`src/assert_macros.svh`:
```
// Assertion macros for the controller module.
// Depends on nothing; included by files that carry assertions.
`ifndef ASSERT_MACROS_SVH
`define ASSERT_MACROS_SVH
`ifndef SYNTHESIS
`define ASSERT_IMPL(label, clk, rst_n, prop) \
  label: assert property (@(posedge clk) disable iff (!rst_n) prop) else $error("assertion failed");
`define ASSERT_NEVER(label, clk, rst_n, prop) \
  `ASSERT_IMPL(label, clk, rst_n, !(prop))
`else
`define ASSERT_IMPL(label, clk, rst_n, prop)
`define ASSERT_NEVER(label, clk, rst_n, prop)
`endif
`endif

```
`src/sdspi_pkg.sv`:
```
// Types and constants of the SD-card SPI host controller.
// Depends on nothing.
package sdspi_pkg;
  typedef enum logic [4:0] {
    PH_IDLE, PH_WAKE, PH_C0, PH_C8, PH_R7, PH_C55, PH_C41, PH_SLEEP,
    PH_C58, PH_OCR, PH_C16, PH_C17, PH_C24, PH_C9, PH_RTOK, PH_CTOK,
    PH_RDATA, PH_CSD, PH_WDATA, PH_BUSY
  } phase_t;

  localparam logic [2:0] CMD_INIT = 3'd1;
  localparam logic [2:0] CMD_READ = 3'd2;
  localparam logic [2:0] CMD_WRITE = 3'd3;
  localparam logic [2:0] CMD_CAP = 3'd4;

  localparam logic [1:0] CFG_RETRY = 2'd0;
  localparam logic [1:0] CFG_TOKEN = 2'd1;
  localparam logic [1:0] CFG_BUSY = 2'd2;
  localparam logic [1:0] CFG_GAP = 2'd3;

  localparam int BLOCK_BYTES = 512;
  localparam int CSD_BYTES = 16;

  typedef struct packed {
    logic [7:0] mosi_byte;
    logic chip_select;
    logic read_valid;
    logic [7:0] read_data;
    logic write_taken;
    logic busy_res;
    logic done_res;
    logic failed;
    logic [31:0] sector_count;
    logic fast_clock;
  } result_t;

  function automatic logic [31:0] decode_csd(input logic [7:0] d [CSD_BYTES]);
    logic [21:0] c2;
    logic [23:0] n;
    logic [3:0] bl;
    logic [11:0] cs;
    logic [2:0] m;
    logic [5:0] sh;
    logic [63:0] bytes;
    c2 = {d[7][5:0], d[8], d[9]};
    n = {2'b00, c2} + 24'd1;
    bl = d[5][3:0];
    cs = {d[6][1:0], d[7], d[8][7:6]};
    m = {d[9][1:0], d[10][7]};
    sh = 6'(m) + 6'd2 + 6'(bl);
    bytes = {51'd0, {1'b0, cs} + 13'd1} << sh;
    if (d[0][7:6] == 2'd1) begin
      decode_csd = (n[23:22] != 2'b00) ? 32'hFFFF_FFFF : {n[21:0], 10'd0};
    end else begin
      decode_csd = bytes[40:9];
    end
  endfunction
endpackage

```
`src/sdspi_cfg.sv`:
```
// Configuration register file of the SD-card SPI host controller.
// Depends on sdspi_pkg.
module sdspi_cfg (
  input  logic        clk,
  input  logic        rst_n,
  input  logic        cfg_we,
  input  logic [1:0]  cfg_index,
  input  logic [19:0] cfg_data,
  output logic [15:0] retry_limit,
  output logic [15:0] token_limit,
  output logic [19:0] busy_limit,
  output logic [15:0] gap_bytes
);
  logic [15:0] retry_r, token_r, gap_r;
  logic [19:0] busy_r;

  always_ff @(posedge clk) begin
    if (!rst_n) begin
      retry_r <= 16'd2000;
      token_r <= 16'd20000;
      busy_r <= 20'd500000;
      gap_r <= 16'd50;
    end else if (cfg_we) begin
      unique case (cfg_index)
        sdspi_pkg::CFG_RETRY: retry_r <= cfg_data[15:0];
        sdspi_pkg::CFG_TOKEN: token_r <= cfg_data[15:0];
        sdspi_pkg::CFG_BUSY: busy_r <= cfg_data;
        sdspi_pkg::CFG_GAP: gap_r <= cfg_data[15:0];
        default: ;
      endcase
    end
  end

  assign retry_limit = retry_r;
  assign token_limit = token_r;
  assign busy_limit = busy_r;
  assign gap_bytes = gap_r;
endmodule

```
`src/sd_spi_host_controller.sv`:
```
// SD-card SPI-mode host controller, top level: sequencer and result register.
// Depends on sdspi_pkg, sdspi_cfg and assert_macros.svh.
// Each transaction is one SPI byte exchange; a new transaction can be accepted every
// cycle, and a result waits in the output register while the next is taken only when
// that register is free or being emptied in the same cycle.
`include "assert_macros.svh"
module sd_spi_host_controller #(
  parameter int RESPONSE_WAIT_BYTES = 8,
  parameter int WAKE_BYTES = 10
) (
  input  logic        clk,
  input  logic        rst_n,
  input  logic        cfg_we,
  input  logic [1:0]  cfg_index,
  input  logic [19:0] cfg_data,
  input  logic        in_valid,
  output logic        in_stall,
  input  logic [2:0]  in_command,
  input  logic [31:0] in_block_number,
  input  logic [7:0]  in_miso_byte,
  input  logic [7:0]  in_write_byte,
  output logic        out_valid,
  input  logic        out_stall,
  output logic [7:0]  out_mosi_byte,
  output logic        out_chip_select,
  output logic        out_read_valid,
  output logic [7:0]  out_read_data,
  output logic        out_write_taken,
  output logic        out_busy_res,
  output logic        out_done_res,
  output logic        out_failed,
  output logic [31:0] out_sector_count,
  output logic        out_fast_clock
);
  logic [15:0] retry_limit, token_limit, gap_bytes;
  logic [19:0] busy_limit;

  sdspi_cfg u_cfg (
    .clk, .rst_n, .cfg_we, .cfg_index, .cfg_data,
    .retry_limit, .token_limit, .busy_limit, .gap_bytes
  );

  sdspi_pkg::phase_t phase_r, phase_nxt;
  logic [19:0] cnt_r, cnt_nxt;
  logic [15:0] retry_r, retry_nxt;
  logic [31:0] arg_r, arg_nxt;
  logic [7:0] last_r, last_nxt;
  logic v2_r, v2_nxt, blk_r, blk_nxt, fast_r, fast_nxt;
  logic [7:0] csd_r [sdspi_pkg::CSD_BYTES];
  logic csd_we;
  sdspi_pkg::result_t res_r, res_nxt;
  logic out_valid_r;
  logic accept;

  assign in_stall = out_valid_r && out_stall;
  assign accept = in_valid && !in_stall;

  function automatic logic [5:0] cmd_idx(input sdspi_pkg::phase_t p);
    unique case (p)
      sdspi_pkg::PH_C0: cmd_idx = 6'd0;
      sdspi_pkg::PH_C8: cmd_idx = 6'd8;
      sdspi_pkg::PH_C55: cmd_idx = 6'd55;
      sdspi_pkg::PH_C41: cmd_idx = 6'd41;
      sdspi_pkg::PH_C58: cmd_idx = 6'd58;
      sdspi_pkg::PH_C16: cmd_idx = 6'd16;
      sdspi_pkg::PH_C17: cmd_idx = 6'd17;
      sdspi_pkg::PH_C24: cmd_idx = 6'd24;
      default: cmd_idx = 6'd9;
    endcase
  endfunction

  always_comb begin
    logic [31:0] addr;
    logic run_cmd, do_r1;
    sdspi_pkg::phase_t cp;
    logic [19:0] k;
    logic [31:0] a;
    logic [5:0] c;
    logic [7:0] miso;
    logic [31:0] wrapped;
    phase_nxt = phase_r; cnt_nxt = cnt_r; retry_nxt = retry_r; arg_nxt = arg_r;
    last_nxt = last_r; v2_nxt = v2_r; blk_nxt = blk_r; fast_nxt = fast_r;
    csd_we = 1'b0;
    res_nxt = '0;
    res_nxt.mosi_byte = 8'hFF; res_nxt.chip_select = 1'b1;
    miso = in_miso_byte;
    wrapped = {in_block_number[22:0], 9'd0};
    addr = blk_r ? in_block_number : wrapped;
    run_cmd = 1'b0;
    do_r1 = 1'b0;
    c = '0;
    cp = phase_r; k = cnt_r; a = arg_r;
    unique case (phase_r)
      sdspi_pkg::PH_IDLE: begin
        if (in_command == sdspi_pkg::CMD_INIT) begin
          v2_nxt = 1'b0; blk_nxt = 1'b0; fast_nxt = 1'b0;
          phase_nxt = sdspi_pkg::PH_WAKE; cnt_nxt = 20'd1;
        end else if (in_command == sdspi_pkg::CMD_READ) begin
          run_cmd = 1'b1; cp = sdspi_pkg::PH_C17; k = '0; a = addr;
        end else if (in_command == sdspi_pkg::CMD_WRITE) begin
          run_cmd = 1'b1; cp = sdspi_pkg::PH_C24; k = '0; a = addr;
        end else if (in_command == sdspi_pkg::CMD_CAP) begin
          run_cmd = 1'b1; cp = sdspi_pkg::PH_C9; k = '0; a = '0;
        end
      end
      sdspi_pkg::PH_WAKE: begin
        if (cnt_r < 20'(WAKE_BYTES)) begin
          cnt_nxt = cnt_r + 20'd1;
        end else begin
          run_cmd = 1'b1; cp = sdspi_pkg::PH_C0; k = '0; a = '0;
        end
      end
      sdspi_pkg::PH_R7: begin
        if (cnt_r < 20'd4) begin
          cnt_nxt = cnt_r + 20'd1; res_nxt.chip_select = 1'b0;
        end else if (miso != 8'hAA) begin
          res_nxt.done_res = 1'b1; res_nxt.failed = 1'b1;
          phase_nxt = sdspi_pkg::PH_IDLE; cnt_nxt = '0;
        end else begin
          retry_nxt = retry_limit; phase_nxt = sdspi_pkg::PH_C55;
          cnt_nxt = '0; arg_nxt = '0;
        end
      end
      sdspi_pkg::PH_SLEEP: begin
        if (cnt_r < {4'd0, gap_bytes}) begin
          cnt_nxt = cnt_r + 20'd1;
        end else begin
          retry_nxt = retry_r - 16'd1;
          if (last_r == 8'h01 && retry_r != 16'd1) begin
            run_cmd = 1'b1; cp = sdspi_pkg::PH_C55; k = '0; a = '0;
          end else if (last_r != 8'h00) begin
            res_nxt.done_res = 1'b1; res_nxt.failed = 1'b1;
            phase_nxt = sdspi_pkg::PH_IDLE; cnt_nxt = '0;
          end else if (v2_r) begin
            run_cmd = 1'b1; cp = sdspi_pkg::PH_C58; k = '0; a = '0;
          end else begin
            run_cmd = 1'b1; cp = sdspi_pkg::PH_C16; k = '0;
            a = 32'(sdspi_pkg::BLOCK_BYTES);
          end
        end
      end
      sdspi_pkg::PH_OCR: begin
        if (cnt_r == 20'd1) blk_nxt = miso[6];
        if (cnt_r < 20'd4) begin
          cnt_nxt = cnt_r + 20'd1; res_nxt.chip_select = 1'b0;
        end else if (blk_r) begin
          fast_nxt = 1'b1; res_nxt.done_res = 1'b1;
          phase_nxt = sdspi_pkg::PH_IDLE; cnt_nxt = '0;
        end else begin
          phase_nxt = sdspi_pkg::PH_C16; cnt_nxt = '0;
          arg_nxt = 32'(sdspi_pkg::BLOCK_BYTES);
        end
      end
      sdspi_pkg::PH_RTOK, sdspi_pkg::PH_CTOK: begin
        if (miso == 8'hFE) begin
          phase_nxt = (phase_r == sdspi_pkg::PH_RTOK) ? sdspi_pkg::PH_RDATA
                                                     : sdspi_pkg::PH_CSD;
          cnt_nxt = '0; res_nxt.chip_select = 1'b0;
        end else if (cnt_r >= {4'd0, token_limit}) begin
          res_nxt.done_res = 1'b1; res_nxt.failed = 1'b1;
          phase_nxt = sdspi_pkg::PH_IDLE; cnt_nxt = '0;
        end else begin
          cnt_nxt = cnt_r + 20'd1; res_nxt.chip_select = 1'b0;
        end
      end
      sdspi_pkg::PH_RDATA: begin
        if (cnt_r < 20'(sdspi_pkg::BLOCK_BYTES)) begin
          res_nxt.read_valid = 1'b1; res_nxt.read_data = miso;
          cnt_nxt = cnt_r + 20'd1; res_nxt.chip_select = 1'b0;
        end else if (cnt_r == 20'(sdspi_pkg::BLOCK_BYTES)) begin
          cnt_nxt = cnt_r + 20'd1; res_nxt.chip_select = 1'b0;
        end else begin
          res_nxt.done_res = 1'b1; phase_nxt = sdspi_pkg::PH_IDLE; cnt_nxt = '0;
        end
      end
      sdspi_pkg::PH_CSD: begin
        if (cnt_r < 20'(sdspi_pkg::CSD_BYTES)) begin
          csd_we = 1'b1; cnt_nxt = cnt_r + 20'd1; res_nxt.chip_select = 1'b0;
        end else if (cnt_r == 20'(sdspi_pkg::CSD_BYTES)) begin
          cnt_nxt = cnt_r + 20'd1; res_nxt.chip_select = 1'b0;
        end else begin
          res_nxt.sector_count = sdspi_pkg::decode_csd(csd_r);
          res_nxt.done_res = 1'b1; phase_nxt = sdspi_pkg::PH_IDLE; cnt_nxt = '0;
        end
      end
      sdspi_pkg::PH_WDATA: begin
        res_nxt.chip_select = 1'b0;
        cnt_nxt = cnt_r + 20'd1;
        if (cnt_r == 20'd0) begin
          res_nxt.mosi_byte = 8'hFE;
        end else if (cnt_r <= 20'(sdspi_pkg::BLOCK_BYTES)) begin
          res_nxt.mosi_byte = in_write_byte; res_nxt.write_taken = 1'b1;
        end else if (cnt_r > 20'(sdspi_pkg::BLOCK_BYTES + 3)) begin
          if (miso[4:0] != 5'h05) begin
            res_nxt.chip_select = 1'b1;
            res_nxt.done_res = 1'b1; res_nxt.failed = 1'b1;
            phase_nxt = sdspi_pkg::PH_IDLE; cnt_nxt = '0;
          end else if (busy_limit == 20'd0) begin
            res_nxt.chip_select = 1'b1; res_nxt.done_res = 1'b1;
            phase_nxt = sdspi_pkg::PH_IDLE; cnt_nxt = '0;
          end else begin
            phase_nxt = sdspi_pkg::PH_BUSY; cnt_nxt = 20'd1;
          end
        end
      end
      sdspi_pkg::PH_BUSY: begin
        if (miso != 8'h00 || cnt_r >= busy_limit) begin
          res_nxt.done_res = 1'b1; phase_nxt = sdspi_pkg::PH_IDLE; cnt_nxt = '0;
        end else begin
          cnt_nxt = cnt_r + 20'd1; res_nxt.chip_select = 1'b0;
        end
      end
      default: begin
        run_cmd = 1'b1;
      end
    endcase

    if (run_cmd) begin
      c = cmd_idx(cp);
      phase_nxt = cp; arg_nxt = a; res_nxt.chip_select = 1'b0;
      cnt_nxt = k + 20'd1;
      do_r1 = 1'b0;
      if (k == 20'd0) begin
        res_nxt.mosi_byte = 8'hFF;
      end else if (k == 20'd1) begin
        res_nxt.mosi_byte = {2'b01, c};
      end else if (k <= 20'd5) begin
        res_nxt.mosi_byte = 8'(a >> (5'd8 * (5'd5 - k[4:0])));
      end else if (k == 20'd6) begin
        res_nxt.mosi_byte = (c == 6'd0) ? 8'h95 : ((c == 6'd8) ? 8'h87 : 8'h01);
      end else if (k == 20'd7) begin
        res_nxt.mosi_byte = 8'hFF;
      end else begin
        do_r1 = !miso[7] || (k - 20'd7 >= 20'(RESPONSE_WAIT_BYTES));
      end
      if (do_r1) begin
        priority case (cp)
          sdspi_pkg::PH_C0: begin
            if (miso != 8'h01) begin
              res_nxt.chip_select = 1'b1; res_nxt.done_res = 1'b1; res_nxt.failed = 1'b1;
              phase_nxt = sdspi_pkg::PH_IDLE; cnt_nxt = '0;
            end else begin
              res_nxt.chip_select = 1'b1; phase_nxt = sdspi_pkg::PH_C8;
              cnt_nxt = '0; arg_nxt = 32'h1AA;
            end
          end
          sdspi_pkg::PH_C8: begin
            if (miso == 8'h01) begin
              v2_nxt = 1'b1; phase_nxt = sdspi_pkg::PH_R7; cnt_nxt = 20'd1;
            end else begin
              v2_nxt = 1'b0; res_nxt.chip_select = 1'b1; retry_nxt = retry_limit;
              phase_nxt = sdspi_pkg::PH_C55; cnt_nxt = '0; arg_nxt = '0;
            end
          end
          sdspi_pkg::PH_C55: begin
            res_nxt.chip_select = 1'b1; phase_nxt = sdspi_pkg::PH_C41; cnt_nxt = '0;
            arg_nxt = v2_r ? 32'h4000_0000 : 32'd0;
          end
          sdspi_pkg::PH_C41: begin
            last_nxt = miso; res_nxt.chip_select = 1'b1;
            phase_nxt = sdspi_pkg::PH_SLEEP; cnt_nxt = '0;
          end
          sdspi_pkg::PH_C58: begin
            phase_nxt = sdspi_pkg::PH_OCR; cnt_nxt = 20'd1;
          end
          sdspi_pkg::PH_C16: begin
            res_nxt.chip_select = 1'b1; res_nxt.done_res = 1'b1;
            phase_nxt = sdspi_pkg::PH_IDLE; cnt_nxt = '0;
            if (miso != 8'h00) res_nxt.failed = 1'b1;
            else fast_nxt = 1'b1;
          end
          sdspi_pkg::PH_C17, sdspi_pkg::PH_C9: begin
            if (miso != 8'h00 || token_limit == 16'd0) begin
              res_nxt.chip_select = 1'b1; res_nxt.done_res = 1'b1; res_nxt.failed = 1'b1;
              phase_nxt = sdspi_pkg::PH_IDLE; cnt_nxt = '0;
            end else begin
              phase_nxt = (cp == sdspi_pkg::PH_C17) ? sdspi_pkg::PH_RTOK
                                                    : sdspi_pkg::PH_CTOK;
              cnt_nxt = 20'd1;
            end
          end
          default: begin
            if (miso != 8'h00) begin
              res_nxt.chip_select = 1'b1; res_nxt.done_res = 1'b1; res_nxt.failed = 1'b1;
              phase_nxt = sdspi_pkg::PH_IDLE; cnt_nxt = '0;
            end else begin
              phase_nxt = sdspi_pkg::PH_WDATA; cnt_nxt = '0;
            end
          end
        endcase
      end
    end
    res_nxt.busy_res = (phase_nxt != sdspi_pkg::PH_IDLE);
    res_nxt.fast_clock = fast_nxt;
  end

  always_ff @(posedge clk) begin
    if (!rst_n) begin
      phase_r <= sdspi_pkg::PH_IDLE;
      cnt_r <= '0; retry_r <= '0; arg_r <= '0; last_r <= 8'hFF;
      v2_r <= 1'b0; blk_r <= 1'b0; fast_r <= 1'b0;
      out_valid_r <= 1'b0;
    end else begin
      if (accept) begin
        phase_r <= phase_nxt; cnt_r <= cnt_nxt; retry_r <= retry_nxt;
        arg_r <= arg_nxt; last_r <= last_nxt;
        v2_r <= v2_nxt; blk_r <= blk_nxt; fast_r <= fast_nxt;
        out_valid_r <= 1'b1;
      end else if (!out_stall) begin
        out_valid_r <= 1'b0;
      end
    end
  end

  always_ff @(posedge clk) begin
    if (accept) begin
      res_r <= res_nxt;
      if (csd_we) csd_r[cnt_r[3:0]] <= in_miso_byte;
    end
  end

  assign out_valid = out_valid_r;
  assign out_mosi_byte = res_r.mosi_byte;
  assign out_chip_select = res_r.chip_select;
  assign out_read_valid = res_r.read_valid;
  assign out_read_data = res_r.read_data;
  assign out_write_taken = res_r.write_taken;
  assign out_busy_res = res_r.busy_res;
  assign out_done_res = res_r.done_res;
  assign out_failed = res_r.failed;
  assign out_sector_count = res_r.sector_count;
  assign out_fast_clock = res_r.fast_clock;

  `ASSERT_NEVER(a_fail_done, clk, rst_n, out_valid && out_failed && !out_done_res)
  `ASSERT_IMPL(a_done_idle, clk, rst_n, (out_valid && out_done_res) |-> !out_busy_res)
  `ASSERT_IMPL(a_done_release, clk, rst_n, (out_valid && out_done_res) |-> out_chip_select)
  `ASSERT_IMPL(a_fast_tracks, clk, rst_n, (out_valid && !out_stall) |=> $stable(fast_r) || $past(accept))
endmodule

```
`config.mk`:
```
export PLATFORM = sky130hd
export DESIGN_NAME = sd_spi_host_controller
export DESIGN_NICKNAME = d
export VERILOG_FILES = /design/src/sdspi_pkg.sv /design/src/sdspi_cfg.sv /design/src/sd_spi_host_controller.sv
export VERILOG_INCLUDE_DIRS = /design/src /design/src/src
export SDC_FILE = /design/constraint.sdc
export NUM_CORES = 1
export LEC_CHECK = 0
export ABC_AREA = 1
export CAP_MARGIN = 15
export CORE_AREA = 2 2 186 188
export CTS_CLUSTER_SIZE = 24
export DETAILED_ROUTE_END_ITERATION = 8
export DIE_AREA = 0 0 188 190
export DONT_BUFFER_PORTS = 1
export HOLD_SLACK_MARGIN = 0.02
export SYNTH_ARGS = -nofsm -noshare
export SYNTH_HDL_FRONTEND = slang
export SYNTH_SLANG_ARGS = --single-unit
```
`constraint.sdc`:
```
create_clock -name clk -period 10.55 [get_ports clk]
set_input_delay 0.5275 -clock clk [delete_from_list [all_inputs] [get_ports clk]]
set_output_delay 0.5275 -clock clk [all_outputs]
set_load 0.01 [all_outputs]
```
## After elaboration in Yosys (flattened, before gate mapping)

Memory sizes are Yosys's and may differ from the RTL's.
Cells that the tools add are included.

| word-level totals | value |
|---|---|
| logic and storage cells | 359 |
| input bits | 78 |
| register bits | 336 |
| memories | 1 |
| output and inout bits | 57 |
| bits in read-only memories | 96 |

| operators by class | value |
|---|---|
| reduce and logical (&&, ||, !) cells | 41 |
| order comparisons | 13 |
| bitwise logic cells | 3 |
| muxes and demuxes | 200 |
| shift-type cells | 2 |
| add/sub/neg operators | 9 |
| equal/unequal tests | 51 |

Memories:

| name | words | bits a word | rd ports | clocked after Yosys merged registers in | write ports | line | source |
|---|---|---|---|---|---|---|---|
| (name not given) | 16 | 6 | 1 | 0 | 0 | sd_spi_host_controller.sv:59 | `unique case (p)` |

Operators with widths:

| cell | number |
|---|---|
| 32-bit two-way mux | 19 |
| 20-bit two-way mux | 27 |
| 32-bit one-hot mux with 3 select lines | 2 |
| 20-bit one-hot mux with 9 select lines | 1 |
| 5-bit two-way mux | 29 |
| 128-bit bitwise mux | 1 |
| 16-bit two-way mux | 7 |
| 8-bit two-way mux | 11 |
| 32-bit one-hot mux with 2 select lines | 1 |
| 1-bit two-way mux | 61 |
| 20-bit logical NOT | 3 |
| 20-bit one-hot mux with 3 select lines | 1 |
| 5-bit one-hot mux with 9 select lines | 1 |
| 13-bit by 5-bit << shifter with 41-bit output | 1 |
| 20-bit by 1-bit adder with 20-bit output, second input constant | 2 |
| 20-bit by 1-bit equality test with 1-bit output, second input constant | 2 |
| 20-bit by 3-bit equality test with 1-bit output, second input constant | 2 |
| 5-bit by 4-bit equality test with 1-bit output, second input constant | 7 |
| 5-bit one-hot mux with 7 select lines | 1 |
| 2-bit two-way mux | 17 |
| 8-bit demux with 4-bit select | 1 |
| 16-bit one-hot mux with 2 select lines | 1 |
| 32-bit by 5-bit >> shifter with 8-bit output | 1 |
| 31-bit two-way mux | 1 |
| other kinds (75) | 119 |

## Logic depth before layout (Yosys ltp)

Gate-level depths: netlist of the first run.

| depth | value |
|---|---|
| word-level depth | 18 |
| depth in mapped cells | 35 |

## Hierarchy

A second synthesis of the first run with hierarchy kept.

| second synthesis, totals | value |
|---|---|
| cells, all modules | 2526 |
| area, all modules | 16823.6 um^2 |

By module, submodules not included:

| module | cells each | instances | seq. area each (um^2) | area an instance (um^2) |
|---|---|---|---|---|
| sd_spi_host_controller | 2127 | 1 | 4344.2 | 14109.8 |
| sdspi_cfg | 399 | 1 | 1361.3 | 2713.9 |

## Worst setup path after synthesis of the first run

No wires, ideal clock.

| path | value |
|---|---|
| path kind | register -> register |
| from | register cnt_r[6] |
| to | register res_r, in the netlist out_busy_res, data pin |
| period minus slack after synthesis | 4.123 ns |
| required time | 10.296 ns |
| path slack | 6.427 ns |
| data arrival time | 3.869 ns |
| buffers on the path | 3 |
| library setup time | 0.254 ns |
| stages on the path, launching flop included | 32 |
| cells stage by stage | dfxtp_1 -> ha_1 -> nand2_1 -> inv_1 -> nand2_1 -> nand2_1 -> nand2_1 -> nand2_1 -> nand2_1 -> nand3_2 -> nand3_4 -> nand2_4 -> buf_6 -> buf_6 -> nor2_1 -> clkbuf_1 -> ha_1 -> nand4_2 -> nor2_1 -> nor2_1 -> nand2_1 -> nand2_1 -> inv_1 -> nand3_1 -> nor2_2 -> nand3_4 -> nand2_4 -> nand2_1 -> nor2_1 -> nor2_1 -> nor2_1 -> nand2_1 |

RTL lines:

| element | line | source |
|---|---|---|
| start, declared | sd_spi_host_controller.sv:44 | `logic [19:0] cnt_r, cnt_nxt;` |
| start signal, assigned | sd_spi_host_controller.sv:305 | `phase_r <= phase_nxt; cnt_r <= cnt_nxt; retry_r <= retry_nxt;` |
| end signal, assigned | sd_spi_host_controller.sv:317 | `res_r <= res_nxt;` |
| end, declared | sd_spi_host_controller.sv:51 | `sdspi_pkg::result_t res_r, res_nxt;` |

## Final worst setup path of the first run

| path | value |
|---|---|
| from | register phase_r[4] |
| to | register arg_r[0] |

| on the way | value |
|---|---|
| cells in the longest elaborated chain, start to end | 13 |
| elaborated cells between the ends (all ways) | 53 |
| those cells by class | add/sub (1); order compare (2); eq/ne (20); mux (24); reduce/logical (6) |

RTL lines:

| element | line | source |
|---|---|---|
| start, declared | sd_spi_host_controller.sv:43 | `sdspi_pkg::phase_t phase_r, phase_nxt;` |
| start signal, assigned | sd_spi_host_controller.sv:299 | `phase_r <= sdspi_pkg::PH_IDLE;` |
| start signal, assigned | sd_spi_host_controller.sv:305 |  |
| 5-bit by 3-bit equality test with 1-bit output, or another cell as far along | sd_spi_host_controller.sv:93 | `unique case (phase_r)` |
| 20-bit one-hot mux with 3 select lines | sd_spi_host_controller.sv:93 |  |
| 20-bit by 3-bit subtractor with 20-bit output | sd_spi_host_controller.sv:234 | `do_r1 = !miso[7] \|\| (k - 20'd7 >= 20'(RESPONSE_WAIT_BYTES));` |
| 20-bit by 4-bit greater-or-equal comparator with 1-bit output | sd_spi_host_controller.sv:234 |  |
| 1-bit logical OR | sd_spi_host_controller.sv:234 |  |
| 1-bit two-way mux | sd_spi_host_controller.sv:231 | `end else if (k == 20'd7) begin` |
| 1-bit two-way mux | sd_spi_host_controller.sv:229 | `end else if (k == 20'd6) begin` |
| 1-bit two-way mux | sd_spi_host_controller.sv:227 | `end else if (k <= 20'd5) begin` |
| 1-bit two-way mux | sd_spi_host_controller.sv:225 | `end else if (k == 20'd1) begin` |
| 1-bit two-way mux | sd_spi_host_controller.sv:223 | `if (k == 20'd0) begin` |
| 1-bit two-way mux | sd_spi_host_controller.sv:218 | `if (run_cmd) begin` |
| 32-bit two-way mux | sd_spi_host_controller.sv:236 | `if (do_r1) begin` |
| 32-bit two-way mux | sd_spi_host_controller.sv:218 |  |
| end signal, assigned | sd_spi_host_controller.sv:306 | `arg_r <= arg_nxt; last_r <= last_nxt;` |
| end, declared | sd_spi_host_controller.sv:46 | `logic [31:0] arg_r, arg_nxt;` |

Several ways; a longest one is shown, not always the timed one. The select of a mux whose other input is x is not followed.
A chain may end at the register's enable or synchronous reset.

==> results.md, run 1 <==
* CP max-delay cell: nor4_4
* Worst hold slack at 0.0498 ns
* Hold Fails Final Rpt at 0
* Worst min path class: in2reg
* Clk_skew at 0.0235 ns
* CTS resizes at 0
* Worst Tran Pin Value at 1.14 ns
* H-tree depth at 1
* Synthesized flop and latch total at 241
* Hold-fix buffers, CTS at 0
* Dpl hpwl at 40700 um
* CTS Buf Count at 28
* Layout Utilization at 0.526
* TNS Setup at 0 ns
* Total GRT Usage at 0.297
* Seq/Total Area, Yosys at 0.343
* Syn Inst Count at 2382
* Layout cell share with drive strength beyond 1 at 0.0715
* Final RePlAce weighted congestion at 0.937
* Yosys top cell by area: dfxtp_1
* Initial Util at 0.490
* WL per Instance at 19.2 um
* Synthesis Warnings at 0
* Dpl cells at 2753
* Fin crit period at 5.43 ns
* DR vias at 16100
* CP Cell Sequence: inv_2 > nand2_1 > nor2_4 > inv_2 > nor2_2 > a21oi_4 > nand2_4 > nor2_1 > buf_4 > inv_1 > ha_1 > o31ai_1 > nor2_1 > nor4_4 > nand2_4 > inv_2 > nand3b_4 > nand3b_1 > a21oi_1
* Slowest cell delay on critical path at 0.54 ns
* Die X at 188 um
* DR vias/cell at 5.72
* Dominant cells by area after synthesis: dfxtp_1, edfxtp_1, nand2_1
* Die height at 190 um
* Clock latency on the worst-skew pair at 0.58 ns
* Worst-path clk slew at 0.07 ns
* Die Area at 35700 sq um
* Nets at 2481
* Gr ovfl total at 0
* CTS tree: built
* Initial antenna violation count at 1
* Vias in the first global route at 15100
* First-pass GRT wire length at 84700 um
* Max Clk Rate at 184 MHz
* Clock Root Buffer: clkbuf_16
* Most frequent cell on the critical path: inv_2
* I/O Buffers at 0
* Setup-failing EPs final at 0
* Wirelength, routed at 53800 um
* Syn_nets at 2535
* Total power draw at 4.23 mW
* Slew headroom at 0.235
* Cell variety after synth at 73
* Worst endpoint data arrival time at 5.86 ns
* Commonest cells post-synth: nand2_1, inv_1, nor2_1
* DRC Markers at 0
* Tcrit/Tclk final at 0.514
* CTS max path bufs at 3
* First DRT Iteration DRCs at 1282
* Unrepaired setup endpoints after global routing: false
* Post-CTS Setup Bufs at 0
* CTS sink cnt at 241
* Post-synth EDFFs at 88
* Peak supply drop at 0.148 mV
* ANT nets after route at 0
* Fraction of registers with async set/reset at 0
* Top cell type's share of synthesized area at 0.184
* Most frequent cell after synthesis: nand2_1
* Kind of start point of the critical path: flip-flop
* Post-route insts no fill at 2805
* Main synth FF type: dfxtp_1
* Lkg Pwr at 7.44 nW
* Router iterations before antenna repair at 5
* Crit end category: flip-flop
* CP max FO at 26
* Cell area after synthesis at 16600 sq um
* Core ar. at 33900 sq um
* Max Cap Viol at 0
* Number of diodes at 0
* I/O pin count at 135
* Status: completed
* FP Rows at 68
* Area growth, synth to finish at 7.26%
* Syn avg cell area at 6.99 sq um
* CP required at 10.98 ns
* Crit Path Class: reg2reg
* Pin count of the biggest net entering global routing at 96
* Final Slew Violations at 0
* Power Density at 237 nW/um^2
[metal layers]
metal  vias up  global-route usage  routed length [um]
met4         0              0.0830                1400
met2       509               0.513               25500
met5         -                   0                   0
met3        87              0.0376                3110
met1      7489               0.390               23800
li1       7968                   -                   -
[state kept, by name, indices dropped and copies added (netlist names), 5 cells and up]
| signal | count |
|---|---|
| csd_r | 33 |
| arg_r | 32 |
| out_sector_count | 32 |
| cnt_r | 20 |
| u_cfg.busy_limit | 20 |
| retry_r | 16 |
| u_cfg.gap_bytes | 16 |
| u_cfg.retry_limit | 16 |
| u_cfg.token_limit | 16 |
| last_r | 8 |
| out_mosi_byte | 8 |
| out_read_data | 8 |
| phase_r | 5 |
[kinds of logic (layout without fill, tap and decap cells)]
kind of cell | after synthesis | count (layout) | synth area share
adders and majority gates | 75 | 75 | 0.0568
xor gates and xnor gates | 19 | 19 | 0.0100
AOI/OAI and AO/OA | 618 | 618 | 0.215
buffers and inverters | 412 | 380 | 0.0984
muxes | 7 | 7 | 0.00421
DFF | 241 | 241 | 0.343
and+or+nand+nor | 1010 | 1010 | 0.273
[power by group]
part / total, mW / switching (mW) / internal [mW]
Clock: 1.02 / 0.414 / 0.608
Sequential: 1.20 / 0.120 / 1.08
Combinational: 2.02 / 1.44 / 0.580
Total: 4.23 / 1.97 / 2.26
[critical path: cells and delay by family (launching register included)]
family	cells	cell delay, ns
flip-flops	1	0.53
AND/OR/NAND/NOR	10	2.44
buffers and inverters	5	1.21
adder cells (fa/ha/maj)	1	0.32
AO/OA/AOI/OAI	3	0.74
[worst paths after layout]
| kind | start | endpoint | slack (ns) | cells after the start |
|---|---|---|---|---|
| setup / recovery | phase_r[4] | arg_r[0] | 5.12 | 19 |
| setup reg to reg | phase_r[4] | arg_r[0] | 5.12 | 19 |
| hold / removal | rst_n | u_cfg.retry_limit[10] | 0.05 | 1 |
| hold reg to reg | u_cfg.gap_bytes[9] | u_cfg.gap_bytes[9] | 0.46 | 2 |
[final cells by class]
type,instances,area [sq um]
Sequential cell,241,5710
Tap cell,455,569
Clock buffer,39,846
Timing Repair Buffer,14,105
Inverter,314,1180
Clock inverter,13,125
Fill cell,3399,16100
Multi-Input combinational cell,1729,9310
[placed cells by master, fill, tap and decap left out, types with 15 or more instances in the layout]
cell type | netlist | final
ha_1 | 74 | 74
a21oi_1 | 222 | 222
edfxtp_1 | 88 | 88
nand3_1 | 121 | 121
o22ai_1 | 22 | 21
clkbuf_16 | 0 | 30
nand2_1 | 500 | 500
dfxtp_1 | 153 | 153
xor2_1 | 17 | 17
inv_2 | 25 | 25
nor2_1 | 236 | 234
o31ai_1 | 15 | 15
o21ai_0 | 225 | 225
nand4_1 | 33 | 33
nor3_1 | 39 | 39
inv_1 | 285 | 285
o211ai_1 | 33 | 33
a31oi_1 | 26 | 26
[through the flow]
stage	cell area [sq um]	setup slack, ns
6_report	17800	5.12
5_1_grt	17800	4.81
4_1_cts	17800	5.25
3_5_place_dp	16900	5.25
3_3_place_gp	16900	5.38
2_1_floorplan	16600	6.43
Note: power is estimated with default switching activity, not from simulation.
==> inputs of run 2 (changes only) <==
Settings changed: PLACE_DENSITY set to 0.67.
Clock period 10.55 ns to 4.86 ns, I/O delays scaled along.
==> run 2 against run 1 <==
  * Count of clock-buffer cells in the layout down 6
  * Sequential share of layout area down 1.0 points
  * Fmax up 20%
  * Critical path type unchanged
  * Largest cell class unchanged
  * Highest routed layer unchanged
==> results.md, run 2 (synthesis gave the netlist of run 1 again) <==
* Status: completed
* Max Clk Rate at 221 MHz (+20%)
* Total GRT Usage at 0.302 (+0.00544)
* Dpl hpwl at 40800 um (+0.20%)
* TNS Setup at 0 ns (unchanged)
* Hold Fails Final Rpt at 0 (unchanged)
* Die Area at 35700 sq um (unchanged)
* DR vias at 16700 (+3.9%)
* Initial Util at 0.490 (unchanged)
* Power Density at 512 nW/um^2 (+120%)
* ANT nets after route at 0 (unchanged)
* Clk_skew at 0.0123 ns (-0.0113 ns)
* Post-CTS Setup Bufs at 0 (unchanged)
* Most frequent cells in the layout: nand2_1, inv_1, nor2_1
* Peak supply drop at 0.336 mV (+130%)
* CTS max path bufs at 3 (unchanged)
* Dpl cells at 2781 (+1.0%)
* Fin crit period at 4.53 ns (-0.897 ns)
* Nets at 2544 (+2.5%)
* Initial antenna violation count at 0 (-1)
* Clock Root Buffer: clkbuf_16
* Gr ovfl total at 0 (unchanged)
* CP max-delay cell: a21oi_4
* FILL cells at 3319 (-2.4%)
* Slowest cell delay on critical path at 0.44 ns (-0.10 ns)
* Router iterations before antenna repair at 6 (+1)
* Final Slew Violations at 0 (unchanged)
* Commonest non-fill, non-tap cell in the layout: nand2_1
* Layout cell share with drive strength beyond 1 at 0.0809 (+0.00939)
* Worst Tran Pin Value at 1.15 ns (+0.00675 ns)
* Worst min path class: in2reg
* Setup-failing EPs final at 0 (unchanged)
* CTS Buf Count at 27 (-3.6%)
* CP required at 5.33 ns (-5.65 ns)
* Vias in the first global route at 15400 (+1.9%)
* Die height at 190 um (unchanged)
* Core ar. at 33900 sq um (unchanged)
* Internal power at 5.11 mW (+130%)
* Kind of start point of the critical path: flip-flop
* Area growth, synth to finish at 10.8%
* Crit Path Class: reg2reg
* First-pass GRT wire length at 85800 um (+1.3%)
* Switch Pwr at 4.34 mW (+120%)
* Switching Share at 0.459 (-0.00612)
* Unrepaired setup endpoints after global routing: true
* DR vias/cell at 5.82 (+1.7%)
* Worst hold slack at 0.0367 ns (-0.0132 ns)
* Wirelength, routed at 55400 um (+3.1%)
* Number of flip-flops in the largest register at 33 (unchanged)
* Die X at 188 um (unchanged)
* H-tree depth at 1 (unchanged)
* I/O pin count at 135 (unchanged)
* CTS tree: built
* WL per Instance at 19.3 um (+0.88%)
* Flop pwr share at 0.269 (-0.013)
* Worst R2R Path Depth at 27 (+8)
* Crit end category: flip-flop
* Clock latency on the worst-skew pair at 0.55 ns (-0.03 ns)
* CP max FO at 26 (unchanged)
* Worst endpoint data arrival time at 5.00 ns (-0.86 ns)
* Tcrit/Tclk final at 0.932 (+0.418)
* Post-route insts no fill at 2866 (+2.2%)
* Worst-path clk slew at 0.07 ns (about the same)
* Final RePlAce weighted congestion at 0.953 (+1.7%)
* First DRT Iteration DRCs at 1450 (+13%)
* FP Rows at 68 (unchanged)
* Most frequent cell on the critical path: inv_2
* Slew headroom at 0.230 (-0.00451)
* CTS sink cnt at 241 (unchanged)
* Max Cap Viol at 0 (unchanged)
* I/O Buffers at 0 (unchanged)
* Number of diodes at 0 (unchanged)
* Pin count of the biggest net entering global routing at 96 (unchanged)
* WHS Path Cells at 2 (+1)
* Lkg Pwr at 7.72 nW (+3.8%)
* Logic gate share of total power at 0.494 (+0.018)
* DRC Markers at 0 (unchanged)
* Clock power share at 0.237 (-0.004)
run 2: area by class of cell:
class | count | area [sq um] | share of cell area
Clock inverter | 16 | 241 | 0.0131
Tap cell | 455 | 569 | 0.0309
Inverter | 314 | 1190 | 0.0644
Sequential cell | 241 | 5710 | 0.310
Timing Repair Buffer | 78 | 693 | 0.0376
Multi-Input combinational cell | 1729 | 9320 | 0.505
Clock buffer | 33 | 718 | 0.0390
run 2: through the flow:
| step | worst slack [ns] | util | power, mW | cell area [sq um] |
|---|---|---|---|---|
| 6_report | 0.331 | 0.543 | 9.45 | 18400 |
| 5_1_grt | -0.0242 | 0.543 | 10.0 | 18400 |
| 4_1_cts | 0.332 | 0.543 | 9.37 | 18400 |
| 3_5_place_dp | 0.352 | 0.503 | 7.05 | 17100 |
| 3_3_place_gp | 0.442 | 0.503 | 7.04 | 17100 |
| 2_1_floorplan | 0.737 | - | 5.85 | 16600 |
run 2: timing repair:
| action | in CTS | in global routing |
|---|---|---|
| hold buffers | 36 | 0 |
| gates resized for setup | 0 | 4 |
| endpoints found under the hold margin | 146 | 0 |
| endpoints found under the setup margin | 0 | 30 |
run 2: worst paths after layout:
path	start	endpoint	slack (ns)
worst max-delay path	cnt_r[11]	arg_r[4]	0.33
worst min-delay path	in_write_byte[2]	out_mosi_byte[2]	0.04
worst max register to register	cnt_r[11]	arg_r[4]	0.33
worst min register to register	arg_r[15]	arg_r[15]	0.46
run 2: worst max-delay path: cells and delay by family, from the launching register on:
kind,cells,cell delay [ns]
compound gates,2,0.60
buf+inv,6,0.61
flops,1,0.39
simple gates,18,2.56
fa+ha+maj,1,0.26
run 2: routing by layer:
layer | wire [um] | track usage | vias to the layer above
met3 | 3620 | 0.0356 | 123
li1 | - | - | 8082
met2 | 25700 | 0.507 | 683
met1 | 23900 | 0.399 | 7799
met4 | 2210 | 0.115 | 0
met5 | 0 | 0 | -
run 2: power groups by stage:
stage	clock network, mW	registers (mW)	logic, mW
after floorplan	0	2.53	3.32
after global placement	0	2.57	4.47
after detailed placement	0	2.58	4.48
after CTS	2.27	2.53	4.56
after global routing	2.35	2.56	5.14
final	2.24	2.54	4.67
